## config.mk

```make
export PLATFORM = sky130hd
export DESIGN_NAME = windowed_stft_frames_core
export DESIGN_NICKNAME = d
export VERILOG_FILES = /design/src/hw/rtl/wsf_pkg.sv /design/src/hw/rtl/windowed_stft_frames_core.sv
export SDC_FILE = /design/constraint.sdc
export NUM_CORES = 2
export LEC_CHECK = 0
export BUFFER_PORTS_ARGS = -buffer_cell sky130_fd_sc_hd__clkbuf_2
export CAP_MARGIN = 0
export CELL_PAD_IN_SITES_DETAIL_PLACEMENT = 0
export CELL_PAD_IN_SITES_GLOBAL_PLACEMENT = 1
export CORE_MARGIN = 4
export CORE_UTILIZATION = 57
export DETAILED_ROUTE_END_ITERATION = 7
export MAX_ROUTING_LAYER = met4
export PLACE_DENSITY = 0.89
export RECOVER_POWER = 25
export SETUP_SLACK_MARGIN = 0.2
export SLEW_MARGIN = 20
export SYNTH_ARGS = -nofsm -noshare
export SYNTH_HDL_FRONTEND = slang
export SYNTH_SLANG_ARGS = --single-unit
```

## constraint.sdc

```tcl
create_clock -name i_clk -period 15.4 [get_ports i_clk]
set_input_delay 2.31 -clock i_clk [delete_from_list [all_inputs] [get_ports i_clk]]
set_output_delay 2.31 -clock i_clk [all_outputs]
set_load 0.01 [all_outputs]
```

## src/hw/rtl/wsf_pkg.sv

```systemverilog
`timescale 1ns / 1ps
`default_nettype none
// Shared types, fixed widths and arithmetic helpers for the windowed STFT core.
// No dependencies; imported by windowed_stft_frames_core and the testbench.

package wsf_pkg;

    typedef enum logic [2:0] {
        S_IDLE,
        S_CHECK,
        S_TAIL,
        S_LOAD,
        S_BF,
        S_ORD,
        S_OSEND
    } t_state;

    localparam int SMP_W  = 16;
    localparam int DAT_W  = 21;
    localparam int CF_W   = 17;
    localparam int PROD_W = DAT_W + CF_W;
    localparam int HOP_W  = 6;
    localparam int FIDX_W = 16;
    localparam int BIN_W  = 5;
    localparam int RND_W  = 25;
    localparam int SUM_W  = 26;

    localparam logic [HOP_W-1:0] HOP_RST = 6'd16;

    // load sequence steps
    localparam logic [2:0] LD_READ  = 3'd0;
    localparam logic [2:0] LD_MUL   = 3'd1;
    localparam logic [2:0] LD_WRITE = 3'd2;

    // butterfly sequence steps
    localparam logic [2:0] BF_READ  = 3'd0;
    localparam logic [2:0] BF_M_RC  = 3'd1;
    localparam logic [2:0] BF_M_IS  = 3'd2;
    localparam logic [2:0] BF_M_IC  = 3'd3;
    localparam logic [2:0] BF_M_RS  = 3'd4;
    localparam logic [2:0] BF_T_IM  = 3'd5;
    localparam logic [2:0] BF_WR_A  = 3'd6;
    localparam logic [2:0] BF_WR_B  = 3'd7;

    localparam logic [63:0]        PI_Q30  = 64'd3373259426;
    localparam logic signed [63:0] HAM_A   = 64'sd579820585;
    localparam logic signed [63:0] HAM_B   = 64'sd493921239;
    localparam logic signed [63:0] ONE_Q30 = 64'sd1073741824;

    // Taylor series of cos(x), x in Q30 within [0, pi/2], truncating steps
    function automatic logic signed [63:0] cos_poly(input logic [63:0] x, input logic neg);
        logic [63:0]        x2;
        logic [63:0]        term;
        logic signed [63:0] sum;
        x2   = (x * x) >> 30;
        term = 64'd1073741824;
        sum  = ONE_Q30;
        term = ((term * x2) >> 30) / 64'd2;   sum = sum - $signed(term);
        term = ((term * x2) >> 30) / 64'd12;  sum = sum + $signed(term);
        term = ((term * x2) >> 30) / 64'd30;  sum = sum - $signed(term);
        term = ((term * x2) >> 30) / 64'd56;  sum = sum + $signed(term);
        term = ((term * x2) >> 30) / 64'd90;  sum = sum - $signed(term);
        term = ((term * x2) >> 30) / 64'd132; sum = sum + $signed(term);
        term = ((term * x2) >> 30) / 64'd182; sum = sum - $signed(term);
        term = ((term * x2) >> 30) / 64'd240; sum = sum + $signed(term);
        term = ((term * x2) >> 30) / 64'd306; sum = sum - $signed(term);
        term = ((term * x2) >> 30) / 64'd380; sum = sum + $signed(term);
        return neg ? -sum : sum;
    endfunction

    // floor((v + 2^14) / 2^15)
    function automatic logic signed [RND_W-1:0] rnd15(input logic signed [39:0] v);
        logic signed [39:0] t;
        t = v + 40'sd16384;
        return t[39:15];
    endfunction

    function automatic logic signed [DAT_W-1:0] sat21(input logic signed [SUM_W-1:0] v);
        logic signed [DAT_W-1:0] r;
        if (v > 26'sd1048575) begin
            r = 21'sd1048575;
        end else if (v < -26'sd1048576) begin
            r = -21'sd1048576;
        end else begin
            r = v[DAT_W-1:0];
        end
        return r;
    endfunction

endpackage

`default_nettype wire

```

## src/hw/rtl/windowed_stft_frames_core.sv

```systemverilog
`timescale 1ns / 1ps
`default_nettype none
// Streaming STFT core: sample ring, Hamming window, radix-2 DFT, bin output.
// Depends on wsf_pkg for types, widths and rounding/saturation helpers.

// Takes one signed 16-bit sample per word and, whenever a frame of FRAME_LEN
// samples starting at a multiple of the hop is complete, windows it, runs a
// decimation-in-time transform and sends bins 0..FRAME_LEN/2 as one word each.
// On a word with tlast set, a final zero-padded frame is sent if it starts
// before the end of the signal, and frame numbering restarts. Each frame is
// windowed into the work memory, transformed in (FRAME_LEN/2)*log2(FRAME_LEN)
// butterflies and then sent bin by bin, waiting on any output stall. All
// products go through one 21x17 multiplier and the work memory has one write
// port. The input is not ready while a frame is in progress. The hop register
// accepts a write only while the block is idle; a hop of 0 acts as 1.

module windowed_stft_frames_core #(
    parameter int FRAME_LEN = 32
) (
    input  wire logic        i_clk,
    input  wire logic        i_rst_n,
    // config write: hop
    input  wire logic        i_cfg_valid,
    output logic             o_cfg_ready,
    input  wire logic [5:0]  i_cfg_data,
    // input words
    input  wire logic        s_axis_tvalid,
    output logic             s_axis_tready,
    input  wire logic [15:0] s_axis_tdata,   // [15:0] sample
    input  wire logic        s_axis_tlast,   // last_sample
    // output words
    output logic             m_axis_tvalid,
    input  wire logic        m_axis_tready,
    output logic [63:0]      m_axis_tdata,   // [15:0] frame_index, [20:16] bin_index,
                                             // [41:21] real_part, [62:42] imag_part
    output logic [1:0]       m_axis_tuser,   // [0] padded_frame, [1] last_of_frame
    output logic             m_axis_tlast    // last_of_run
);
    import wsf_pkg::*;

    localparam int LOG     = $clog2(FRAME_LEN);
    localparam int HALF    = FRAME_LEN / 2;
    localparam int SW      = $clog2(LOG);
    localparam int WIN_DEN = FRAME_LEN - 1;
    localparam int DIST_W  = 7;

    localparam logic signed [DIST_W-1:0] DIST_N    = DIST_W'(FRAME_LEN);
    localparam logic [LOG:0]             AVAIL_N   = (LOG+1)'(FRAME_LEN);
    localparam logic [LOG-1:0]           IDX_LAST  = LOG'(FRAME_LEN - 1);
    localparam logic [LOG-1:0]           IDX_HALF  = LOG'(HALF);
    localparam logic [LOG-2:0]           BF_LAST   = (LOG-1)'(HALF - 1);
    localparam logic [SW-1:0]            STG_LAST  = SW'(LOG - 1);

    // ---------------- constant tables ----------------
    function automatic logic signed [63:0] cos_tw(input int unsigned m_in);
        int unsigned m;
        logic        neg;
        logic [63:0] x;
        m   = m_in % (2 * FRAME_LEN);
        neg = 1'b0;
        if (m > FRAME_LEN) m = 2 * FRAME_LEN - m;
        if (2 * m > FRAME_LEN) begin
            m   = FRAME_LEN - m;
            neg = 1'b1;
        end
        x = (PI_Q30 * 64'(m)) / FRAME_LEN;
        return cos_poly(x, neg);
    endfunction

    function automatic logic signed [63:0] cos_win(input int unsigned m_in);
        int unsigned m;
        logic        neg;
        logic [63:0] x;
        m   = m_in;
        neg = 1'b0;
        if (m >= 2 * WIN_DEN) m = m - 2 * WIN_DEN;
        if (m > WIN_DEN) m = 2 * WIN_DEN - m;
        if (2 * m > WIN_DEN) begin
            m   = WIN_DEN - m;
            neg = 1'b1;
        end
        x = (PI_Q30 * 64'(m)) / WIN_DEN;
        return cos_poly(x, neg);
    endfunction

    function automatic logic [15:0] win_q15(input int unsigned i);
        logic signed [63:0] c;
        logic signed [63:0] w;
        logic signed [63:0] q;
        c = cos_win(2 * i);
        w = HAM_A * ONE_Q30 - HAM_B * c;
        q = (w + 64'sd17592186044416) >>> 45;
        return (q > 64'sd32767) ? 16'd32767 : q[15:0];
    endfunction

    function automatic logic signed [CF_W-1:0] q15_of(input logic signed [63:0] v);
        logic signed [63:0] t;
        t = (v + 64'sd16384) >>> 15;
        return t[CF_W-1:0];
    endfunction

    function automatic logic [LOG-1:0] bit_rev(input logic [LOG-1:0] v);
        logic [LOG-1:0] r;
        for (int b = 0; b < LOG; b++) r[b] = v[LOG-1-b];
        return r;
    endfunction

    logic [15:0]            w_rom [FRAME_LEN];
    logic signed [CF_W-1:0] tw_c  [HALF];
    logic signed [CF_W-1:0] tw_s  [HALF];

    for (genvar g = 0; g < FRAME_LEN; g++) begin : g_win
        localparam logic [15:0] W = win_q15(g);
        assign w_rom[g] = W;
    end

    for (genvar g = 0; g < HALF; g++) begin : g_tw
        localparam logic signed [CF_W-1:0] C = q15_of(cos_tw(2 * g));
        localparam logic signed [CF_W-1:0] S = q15_of(cos_tw(2 * g + 2 * FRAME_LEN - HALF));
        assign tw_c[g] = C;
        assign tw_s[g] = S;
    end

    // ---------------- registers ----------------
    t_state                    r_state, n_state;
    logic [HOP_W-1:0]          r_hop;
    logic [LOG-1:0]            r_wr_ptr, n_wr_ptr;
    logic signed [DIST_W-1:0]  r_dist, n_dist;
    logic [FIDX_W-1:0]         r_fc, n_fc;
    logic                      r_last, n_last;
    logic                      r_pad, n_pad;
    logic                      r_final, n_final;
    logic [LOG:0]              r_avail, n_avail;
    logic [LOG-1:0]            r_start, n_start;
    logic [LOG-1:0]            r_idx, n_idx;
    logic [2:0]                r_step, n_step;
    logic [SW-1:0]             r_stg, n_stg;
    logic [LOG-2:0]            r_bf, n_bf;
    logic signed [PROD_W-1:0]  r_prod, n_prod;
    logic signed [PROD_W-1:0]  r_acc, n_acc;
    logic signed [RND_W-1:0]   r_tr, n_tr;
    logic signed [RND_W-1:0]   r_ti, n_ti;

    // memories and their registered read data
    logic [SMP_W-1:0]          r_ring [FRAME_LEN];
    logic [2*DAT_W-1:0]        r_work [FRAME_LEN];
    logic [SMP_W-1:0]          r_ring_q;
    logic [2*DAT_W-1:0]        r_qa, r_qb;

    logic                      in_acc, out_acc;
    logic [LOG-1:0]            ring_raddr;
    logic [LOG-1:0]            raddr_a, raddr_b;
    logic                      work_we;
    logic [LOG-1:0]            work_waddr;
    logic [2*DAT_W-1:0]        work_wdata;
    logic signed [DAT_W-1:0]   mul_a;
    logic signed [CF_W-1:0]    mul_b;
    logic [HOP_W-1:0]          hop_eff;
    logic signed [DIST_W-1:0]  dist_hop;

    // butterfly addressing
    logic [LOG-1:0]            bf_n, bf_h, bf_j, bf_a, bf_b, bf_k;
    logic signed [CF_W-1:0]    tw_cos, tw_sin;
    logic signed [DAT_W-1:0]   ar, ai, br, bi;
    logic signed [RND_W-1:0]   win_smp;

    assign in_acc  = s_axis_tvalid && s_axis_tready;
    assign out_acc = m_axis_tvalid && m_axis_tready;
    assign hop_eff = (r_hop == '0) ? HOP_W'(1) : r_hop;
    assign dist_hop = r_dist - $signed({1'b0, hop_eff});

    assign bf_n   = LOG'(r_bf);
    assign bf_h   = LOG'(1) << r_stg;
    assign bf_j   = bf_n & (bf_h - LOG'(1));
    assign bf_a   = ((bf_n >> r_stg) << (r_stg + 1'b1)) | bf_j;
    assign bf_b   = bf_a | bf_h;
    assign bf_k   = bf_j << (STG_LAST - r_stg);
    assign tw_cos = tw_c[bf_k[LOG-2:0]];
    assign tw_sin = tw_s[bf_k[LOG-2:0]];

    assign ar = r_qa[DAT_W-1:0];
    assign ai = r_qa[2*DAT_W-1:DAT_W];
    assign br = r_qb[DAT_W-1:0];
    assign bi = r_qb[2*DAT_W-1:DAT_W];

    assign win_smp    = rnd15(40'(r_prod));
    assign ring_raddr = r_start + r_idx;
    assign n_prod     = mul_a * mul_b;

    // ---------------- sequencer ----------------
    always_comb begin
        n_state    = r_state;
        n_wr_ptr   = r_wr_ptr;
        n_dist     = r_dist;
        n_fc       = r_fc;
        n_last     = r_last;
        n_pad      = r_pad;
        n_final    = r_final;
        n_avail    = r_avail;
        n_start    = r_start;
        n_idx      = r_idx;
        n_step     = r_step;
        n_stg      = r_stg;
        n_bf       = r_bf;
        n_acc      = r_acc;
        n_tr       = r_tr;
        n_ti       = r_ti;
        work_we    = 1'b0;
        work_waddr = bf_a;
        work_wdata = '0;
        raddr_a    = bf_a;
        raddr_b    = bf_b;
        mul_a      = br;
        mul_b      = tw_cos;

        unique case (r_state)
            S_IDLE: begin
                if (in_acc) begin
                    n_wr_ptr = r_wr_ptr + 1'b1;
                    n_dist   = r_dist + 1'b1;
                    n_last   = s_axis_tlast;
                    n_state  = S_CHECK;
                end
            end
            S_CHECK: begin
                n_idx  = '0;
                n_step = LD_READ;
                if (r_dist == DIST_N) begin
                    // full frame starts where the next write goes
                    n_avail = AVAIL_N;
                    n_pad   = 1'b0;
                    n_start = r_wr_ptr;
                    n_dist  = dist_hop;
                    n_final = !(r_last && (dist_hop > 0));
                    n_state = S_LOAD;
                end else if (r_last) begin
                    n_state = S_TAIL;
                end else begin
                    n_state = S_IDLE;
                end
            end
            S_TAIL: begin
                n_idx  = '0;
                n_step = LD_READ;
                if (r_dist > 0) begin
                    n_avail = r_dist[LOG:0];
                    n_pad   = 1'b1;
                    n_start = r_wr_ptr - r_dist[LOG-1:0];
                    n_final = 1'b1;
                    n_state = S_LOAD;
                end else begin
                    n_wr_ptr = '0;
                    n_dist   = '0;
                    n_fc     = '0;
                    n_last   = 1'b0;
                    n_state  = S_IDLE;
                end
            end
            S_LOAD: begin
                mul_a = DAT_W'($signed(r_ring_q));
                mul_b = $signed({1'b0, w_rom[r_idx]});
                unique case (r_step)
                    LD_READ: n_step = LD_MUL;
                    LD_MUL:  n_step = LD_WRITE;
                    default: begin
                        // zero past the received samples; bit-reversed store
                        work_we    = 1'b1;
                        work_waddr = bit_rev(r_idx);
                        work_wdata = {{DAT_W{1'b0}},
                                      ({1'b0, r_idx} < r_avail) ? win_smp[DAT_W-1:0]
                                                                 : {DAT_W{1'b0}}};
                        n_step = LD_READ;
                        if (r_idx == IDX_LAST) begin
                            n_stg   = '0;
                            n_bf    = '0;
                            n_state = S_BF;
                        end else begin
                            n_idx = r_idx + 1'b1;
                        end
                    end
                endcase
            end
            S_BF: begin
                n_step = r_step + 1'b1;
                unique case (r_step)
                    BF_READ: ;
                    BF_M_RC: begin
                        mul_a = br;
                        mul_b = tw_cos;
                    end
                    BF_M_IS: begin
                        mul_a = bi;
                        mul_b = tw_sin;
                        n_acc = r_prod;
                    end
                    BF_M_IC: begin
                        mul_a = bi;
                        mul_b = tw_cos;
                        n_tr  = rnd15(40'(r_acc) + 40'(r_prod));
                    end
                    BF_M_RS: begin
                        mul_a = br;
                        mul_b = tw_sin;
                        n_acc = r_prod;
                    end
                    BF_T_IM: begin
                        n_ti = rnd15(40'(r_acc) - 40'(r_prod));
                    end
                    BF_WR_A: begin
                        work_we    = 1'b1;
                        work_waddr = bf_a;
                        work_wdata = {sat21(SUM_W'(ai) + SUM_W'(r_ti)),
                                      sat21(SUM_W'(ar) + SUM_W'(r_tr))};
                    end
                    default: begin
                        work_we    = 1'b1;
                        work_waddr = bf_b;
                        work_wdata = {sat21(SUM_W'(ai) - SUM_W'(r_ti)),
                                      sat21(SUM_W'(ar) - SUM_W'(r_tr))};
                        if (r_bf == BF_LAST) begin
                            n_bf = '0;
                            if (r_stg == STG_LAST) begin
                                n_idx   = '0;
                                n_state = S_ORD;
                            end else begin
                                n_stg = r_stg + 1'b1;
                            end
                        end else begin
                            n_bf = r_bf + 1'b1;
                        end
                    end
                endcase
            end
            S_ORD: begin
                raddr_a = r_idx;
                n_state = S_OSEND;
            end
            S_OSEND: begin
                raddr_a = r_idx;
                if (out_acc) begin
                    if (r_idx == IDX_HALF) begin
                        n_fc = r_fc + 1'b1;
                        if (r_pad) begin
                            // signal ended: restart positions and numbering
                            n_wr_ptr = '0;
                            n_dist   = '0;
                            n_fc     = '0;
                            n_last   = 1'b0;
                            n_state  = S_IDLE;
                        end else if (r_last) begin
                            n_state = S_TAIL;
                        end else begin
                            n_state = S_IDLE;
                        end
                    end else begin
                        n_idx   = r_idx + 1'b1;
                        n_state = S_ORD;
                    end
                end
            end
            default: n_state = S_IDLE;
        endcase
    end

    always_ff @(posedge i_clk) begin
        if (!i_rst_n) begin
            r_state  <= S_IDLE;
            r_hop    <= HOP_RST;
            r_wr_ptr <= '0;
            r_dist   <= '0;
            r_fc     <= '0;
            r_last   <= 1'b0;
            r_idx    <= '0;
            r_step   <= '0;
            r_stg    <= '0;
            r_bf     <= '0;
        end else begin
            r_state  <= n_state;
            if (i_cfg_valid && o_cfg_ready) begin
                r_hop <= i_cfg_data;
            end
            r_wr_ptr <= n_wr_ptr;
            r_dist   <= n_dist;
            r_fc     <= n_fc;
            r_last   <= n_last;
            r_idx    <= n_idx;
            r_step   <= n_step;
            r_stg    <= n_stg;
            r_bf     <= n_bf;
        end
    end

    always_ff @(posedge i_clk) begin
        r_pad   <= n_pad;
        r_final <= n_final;
        r_avail <= n_avail;
        r_start <= n_start;
        r_prod  <= n_prod;
        r_acc   <= n_acc;
        r_tr    <= n_tr;
        r_ti    <= n_ti;
    end

    // sample ring
    always_ff @(posedge i_clk) begin
        if (in_acc) begin
            r_ring[r_wr_ptr] <= s_axis_tdata;
        end
        r_ring_q <= r_ring[ring_raddr];
    end

    // work memory: {imag, real}
    always_ff @(posedge i_clk) begin
        if (work_we) begin
            r_work[work_waddr] <= work_wdata;
        end
        r_qa <= r_work[raddr_a];
        r_qb <= r_work[raddr_b];
    end

    // ---------------- ports ----------------
    assign o_cfg_ready   = (r_state == S_IDLE);
    assign s_axis_tready = (r_state == S_IDLE);
    assign m_axis_tvalid = (r_state == S_OSEND);
    assign m_axis_tdata  = {1'b0, r_qa[2*DAT_W-1:DAT_W], r_qa[DAT_W-1:0],
                            BIN_W'(r_idx), r_fc};
    assign m_axis_tuser  = {(r_idx == IDX_HALF), r_pad};
    assign m_axis_tlast  = (r_idx == IDX_HALF) && r_final;

    // ---------------- assertions ----------------
    a_busy_while_sending: assert property (@(posedge i_clk) disable iff (!i_rst_n)
        m_axis_tvalid |-> !s_axis_tready)
        else $error("input ready while a bin is pending");

    a_run_ends_frame: assert property (@(posedge i_clk) disable iff (!i_rst_n)
        (m_axis_tvalid && m_axis_tlast) |-> m_axis_tuser[1])
        else $error("last_of_run away from the last bin of a frame");

    a_dist_bound: assert property (@(posedge i_clk) disable iff (!i_rst_n)
        r_dist <= DIST_N)
        else $error("frame distance beyond frame length");

    a_accept_checks: assert property (@(posedge i_clk) disable iff (!i_rst_n)
        (s_axis_tvalid && s_axis_tready) |=> (r_state == S_CHECK))
        else $error("accepted word not checked for a frame");

endmodule

`default_nettype wire

```

==> run metrics <==
RePlAce Congestion=0.968; WP data required=16.11 ns; final setup TNS=0 ns; async set-reset flop share out of synthesis=0%; Avg Inst Size Synth=11.8 um2; switching share of power=27.3%; Arr. time, crit path=11.79 ns; Final Max Tran Viols=132; Hold Path Class=reg -> reg; CTS root buf=clkbuf_16; Sw Pwr=0.00388 W; share of cells above drive strength 1=12.4%; post-route cell area=0.130 mm2; combinational share of power=16.3%; P_leak=47.2 nW; Crit path depth=28; mux share of post-synthesis cell area=9.79%; slowest cell on the critical path=nor3_2; Die ar.=0.215 mm2; die height=464 um; antenna-violating nets left=0; gr ovfl total=0; Crit path max-delay family=simple AND/OR/NAND/NOR gates; Clock Skew=0.0777 ns; compound-cell area share of the yosys netlist=7.20%; syn nets=10800; I/O Buffers=96; CTS tree=done; CP max stage delay=0.98 ns; Yosys Warn Count=0; result of the run=finished with violations; hold depth=0; Netlist cell types=100; Rows=167; Mapped Area=0.119 mm2; max-cap violations=8; clk slew on worst S/H paths=0.06 ns; Pint=0.0103 W; XOR/XNOR Fraction of Synth Area=1.60%; Adder-Cell Fraction of Synth Area=10.3%; Critical Path End Type=flop; vias in the first global route=85000; FF-to-FF Start=r_state[2]$_SDFFE_PN0P_; pin count of the biggest net entering global routing=184; Crit path top cell by count=fa_1; Setup CP Type=reg -> reg; fmax=90.3 MHz; setup bufs post-CTS=0; EDFF count, synth=1957; HPWL Detailed=223000 um; Main synth FF type=edfxtp_1; final period utilization=71.9%; detailed-route wire length=374000 um; total track usage=35.3%; Clock Latency Late Sink=0.90 ns; register area=0.0626 mm2; CTS H-tree lvls=4; Tightest Pin Transition=1.88 ns; fill count=15400; Setup violations, final=0; Layout area overhead=9.42%; VDD IR max=0.111 mV; fin crit period=11.07 ns; startpoint types=flop; cts repair resizes=0; clock share of power=36.9%; CTS max path bufs=3; sequential share of power=46.8%; initial antenna violation count=13; hold_buf cts=0; total number of vias=86100; HP Start=r_prod[0]$_DFF_P_; PD cells=109 mW/mm2; Worst slew margin=-25.2%; Die X=464 um; Hold EP=r_acc[0]$_DFFE_PP_; CTS Sinks=2148; first-pass GRT wire length=550000 um; Power Total=0.0142 W; r2r setup slk=4.33 ns; main combinational cell family by area after synthesis=simple AND/OR/NAND/NOR gates; failing checks=DRC, capacitance limit, slew limit; Hold Violations, Final=0; Final nets=10700; Simple-Gate Fraction of Synth Area=14.3%; DRC=7; area of the core=0.207 mm2; unrepaired setup endpoints after global routing=false; CP bufs+invs=4; Reg2Reg Capture Point=r_prod[37]$_DFF_P_; CTS buffer count=213; initial core utilization=57.3%; multi-input logic area=0.0520 mm2; post-DR vias/cell=6.65; worst-path maximum fanout=25; routed len/inst=28.9 um; reg2reg path depth=28; synthesized netlist cell count=10000; Ports=98; First-pass DRT Iterations=8; initial drt markers=12000; #FFs+latches synth=2148; sequential area share after synthesis=52.8%; worst hold slack=0.463 ns; post-placement cell area=0.123 mm2
[routing by layer]
metal	global-route usage, %	vias up	part of all wire (%)
met4	19.0	0	6.6
li1	-	36300	-
met3	9.49	1348	13
met5	-	-	0
met2	53.3	6134	46
met1	43.6	42400	35
[synthesized netlist by cell type (194+ instances only)]
cell type / number / area (um2)
o21ai_0: 194 / 971
nand2_1: 2032 / 7630
ha_1: 398 / 4980
clkbuf_1: 463 / 1740
nand3_1: 947 / 4740
edfxtp_1: 1957 / 58800
a21oi_1: 280 / 1400
fa_1: 363 / 7270
a311oi_1: 224 / 1960
mux4_2: 499 / 11200
inv_1: 620 / 2330
nor2_1: 528 / 1980
[kinds of logic after synthesis]
| kind of cell | after synthesis |
|---|---|
| adder cells (fa/ha/maj) | 761 |
| multiplexers | 534 |
| flip-flops | 2148 |
| AO/OA/AOI/OAI | 1240 |
| other | 1 |
| XOR/XNOR | 217 |
| AND/OR/NAND/NOR | 3907 |
| buffers and inverters | 1238 |
[through the flow]
step	util, %	setup slack [ns]	instances
4_1_cts	62.6	4.37	12900
3_3_place_gp	59.2	4.74	12500
2_1_floorplan	-	6.00	10000
3_5_place_dp	59.2	4.43	12500
6_report	62.6	4.33	13000
5_1_grt	62.6	3.63	12900
[flip-flops by register name, summed over array words and instances, names as in the netlist, 25 cells and up]
name / flops
r_acc: 38
r_qb: 42
r_ti: 25
r_work: 1344
r_tr: 25
r_ring: 512
r_prod: 38
r_qa: 42
[area by class of cell]
class	instances	area share, %
Antenna cell	23	0.0444
Clock buffer	286	4.51
Clock inverter	110	0.955
Inverter	624	1.81
Multi-Input combinational cell	6660	40.1
Sequential cell	2148	48.3
Tap cell	2788	2.69
Timing Repair Buffer	311	1.64
[worst max-delay path by stage]
stage                                  from                  to  slack, ns
floorplan             r_stg[1]$_SDFFE_PN0P_  r_prod[37]$_DFF_P_       6.00
global placement    r_state[2]$_SDFFE_PN0P_  r_prod[37]$_DFF_P_       4.74
detailed placement  r_state[2]$_SDFFE_PN0P_  r_prod[37]$_DFF_P_       4.43
CTS                 r_state[2]$_SDFFE_PN0P_  r_prod[37]$_DFF_P_       4.37
global route        r_state[2]$_SDFFE_PN0P_  r_prod[37]$_DFF_P_       3.63
finish              r_state[2]$_SDFFE_PN0P_  r_prod[37]$_DFF_P_       4.33
[layout by cell type, fill, tap and decap left out, types with 25 or more instances in the layout]
master,Yosys,layout
nor2b_1,42,42
o21bai_1,32,32
dfxtp_1,191,189
and3_1,107,106
ha_1,398,397
clkbuf_2,1,77
a31oi_1,64,63
clkbuf_1,463,103
o21ai_0,194,190
xor2_1,53,53
a21o_1,109,108
xnor2_1,164,161
o21a_1,56,56
buf_4,5,165
nor2_1,528,492
nand2b_1,44,44
mux4_2,499,499
clkinv_2,0,34
a211oi_1,31,29
nand2_1,2032,2031
a311oi_1,224,224
clkbuf_16,0,214
a21oi_1,280,276
fa_1,363,362
nor3_1,59,51
nand3_1,947,947
nor2_4,0,36
nand4_1,25,25
edfxtp_1,1957,1957
inv_1,620,621
[power by group through the flow]
| stage | registers, W | clock network, W | logic (W) |
|---|---|---|---|
| after detailed placement | 0.00676 | 0 | 0.00227 |
| after floorplan | 0.00668 | 0 | 0.00155 |
| final | 0.00664 | 0.00524 | 0.00232 |
| after global placement | 0.00676 | 0 | 0.00224 |
| after CTS | 0.00664 | 0.00527 | 0.00231 |
| after global routing | 0.00665 | 0.00553 | 0.00250 |
No activity file was read; power rests on OpenSTA's default activity.
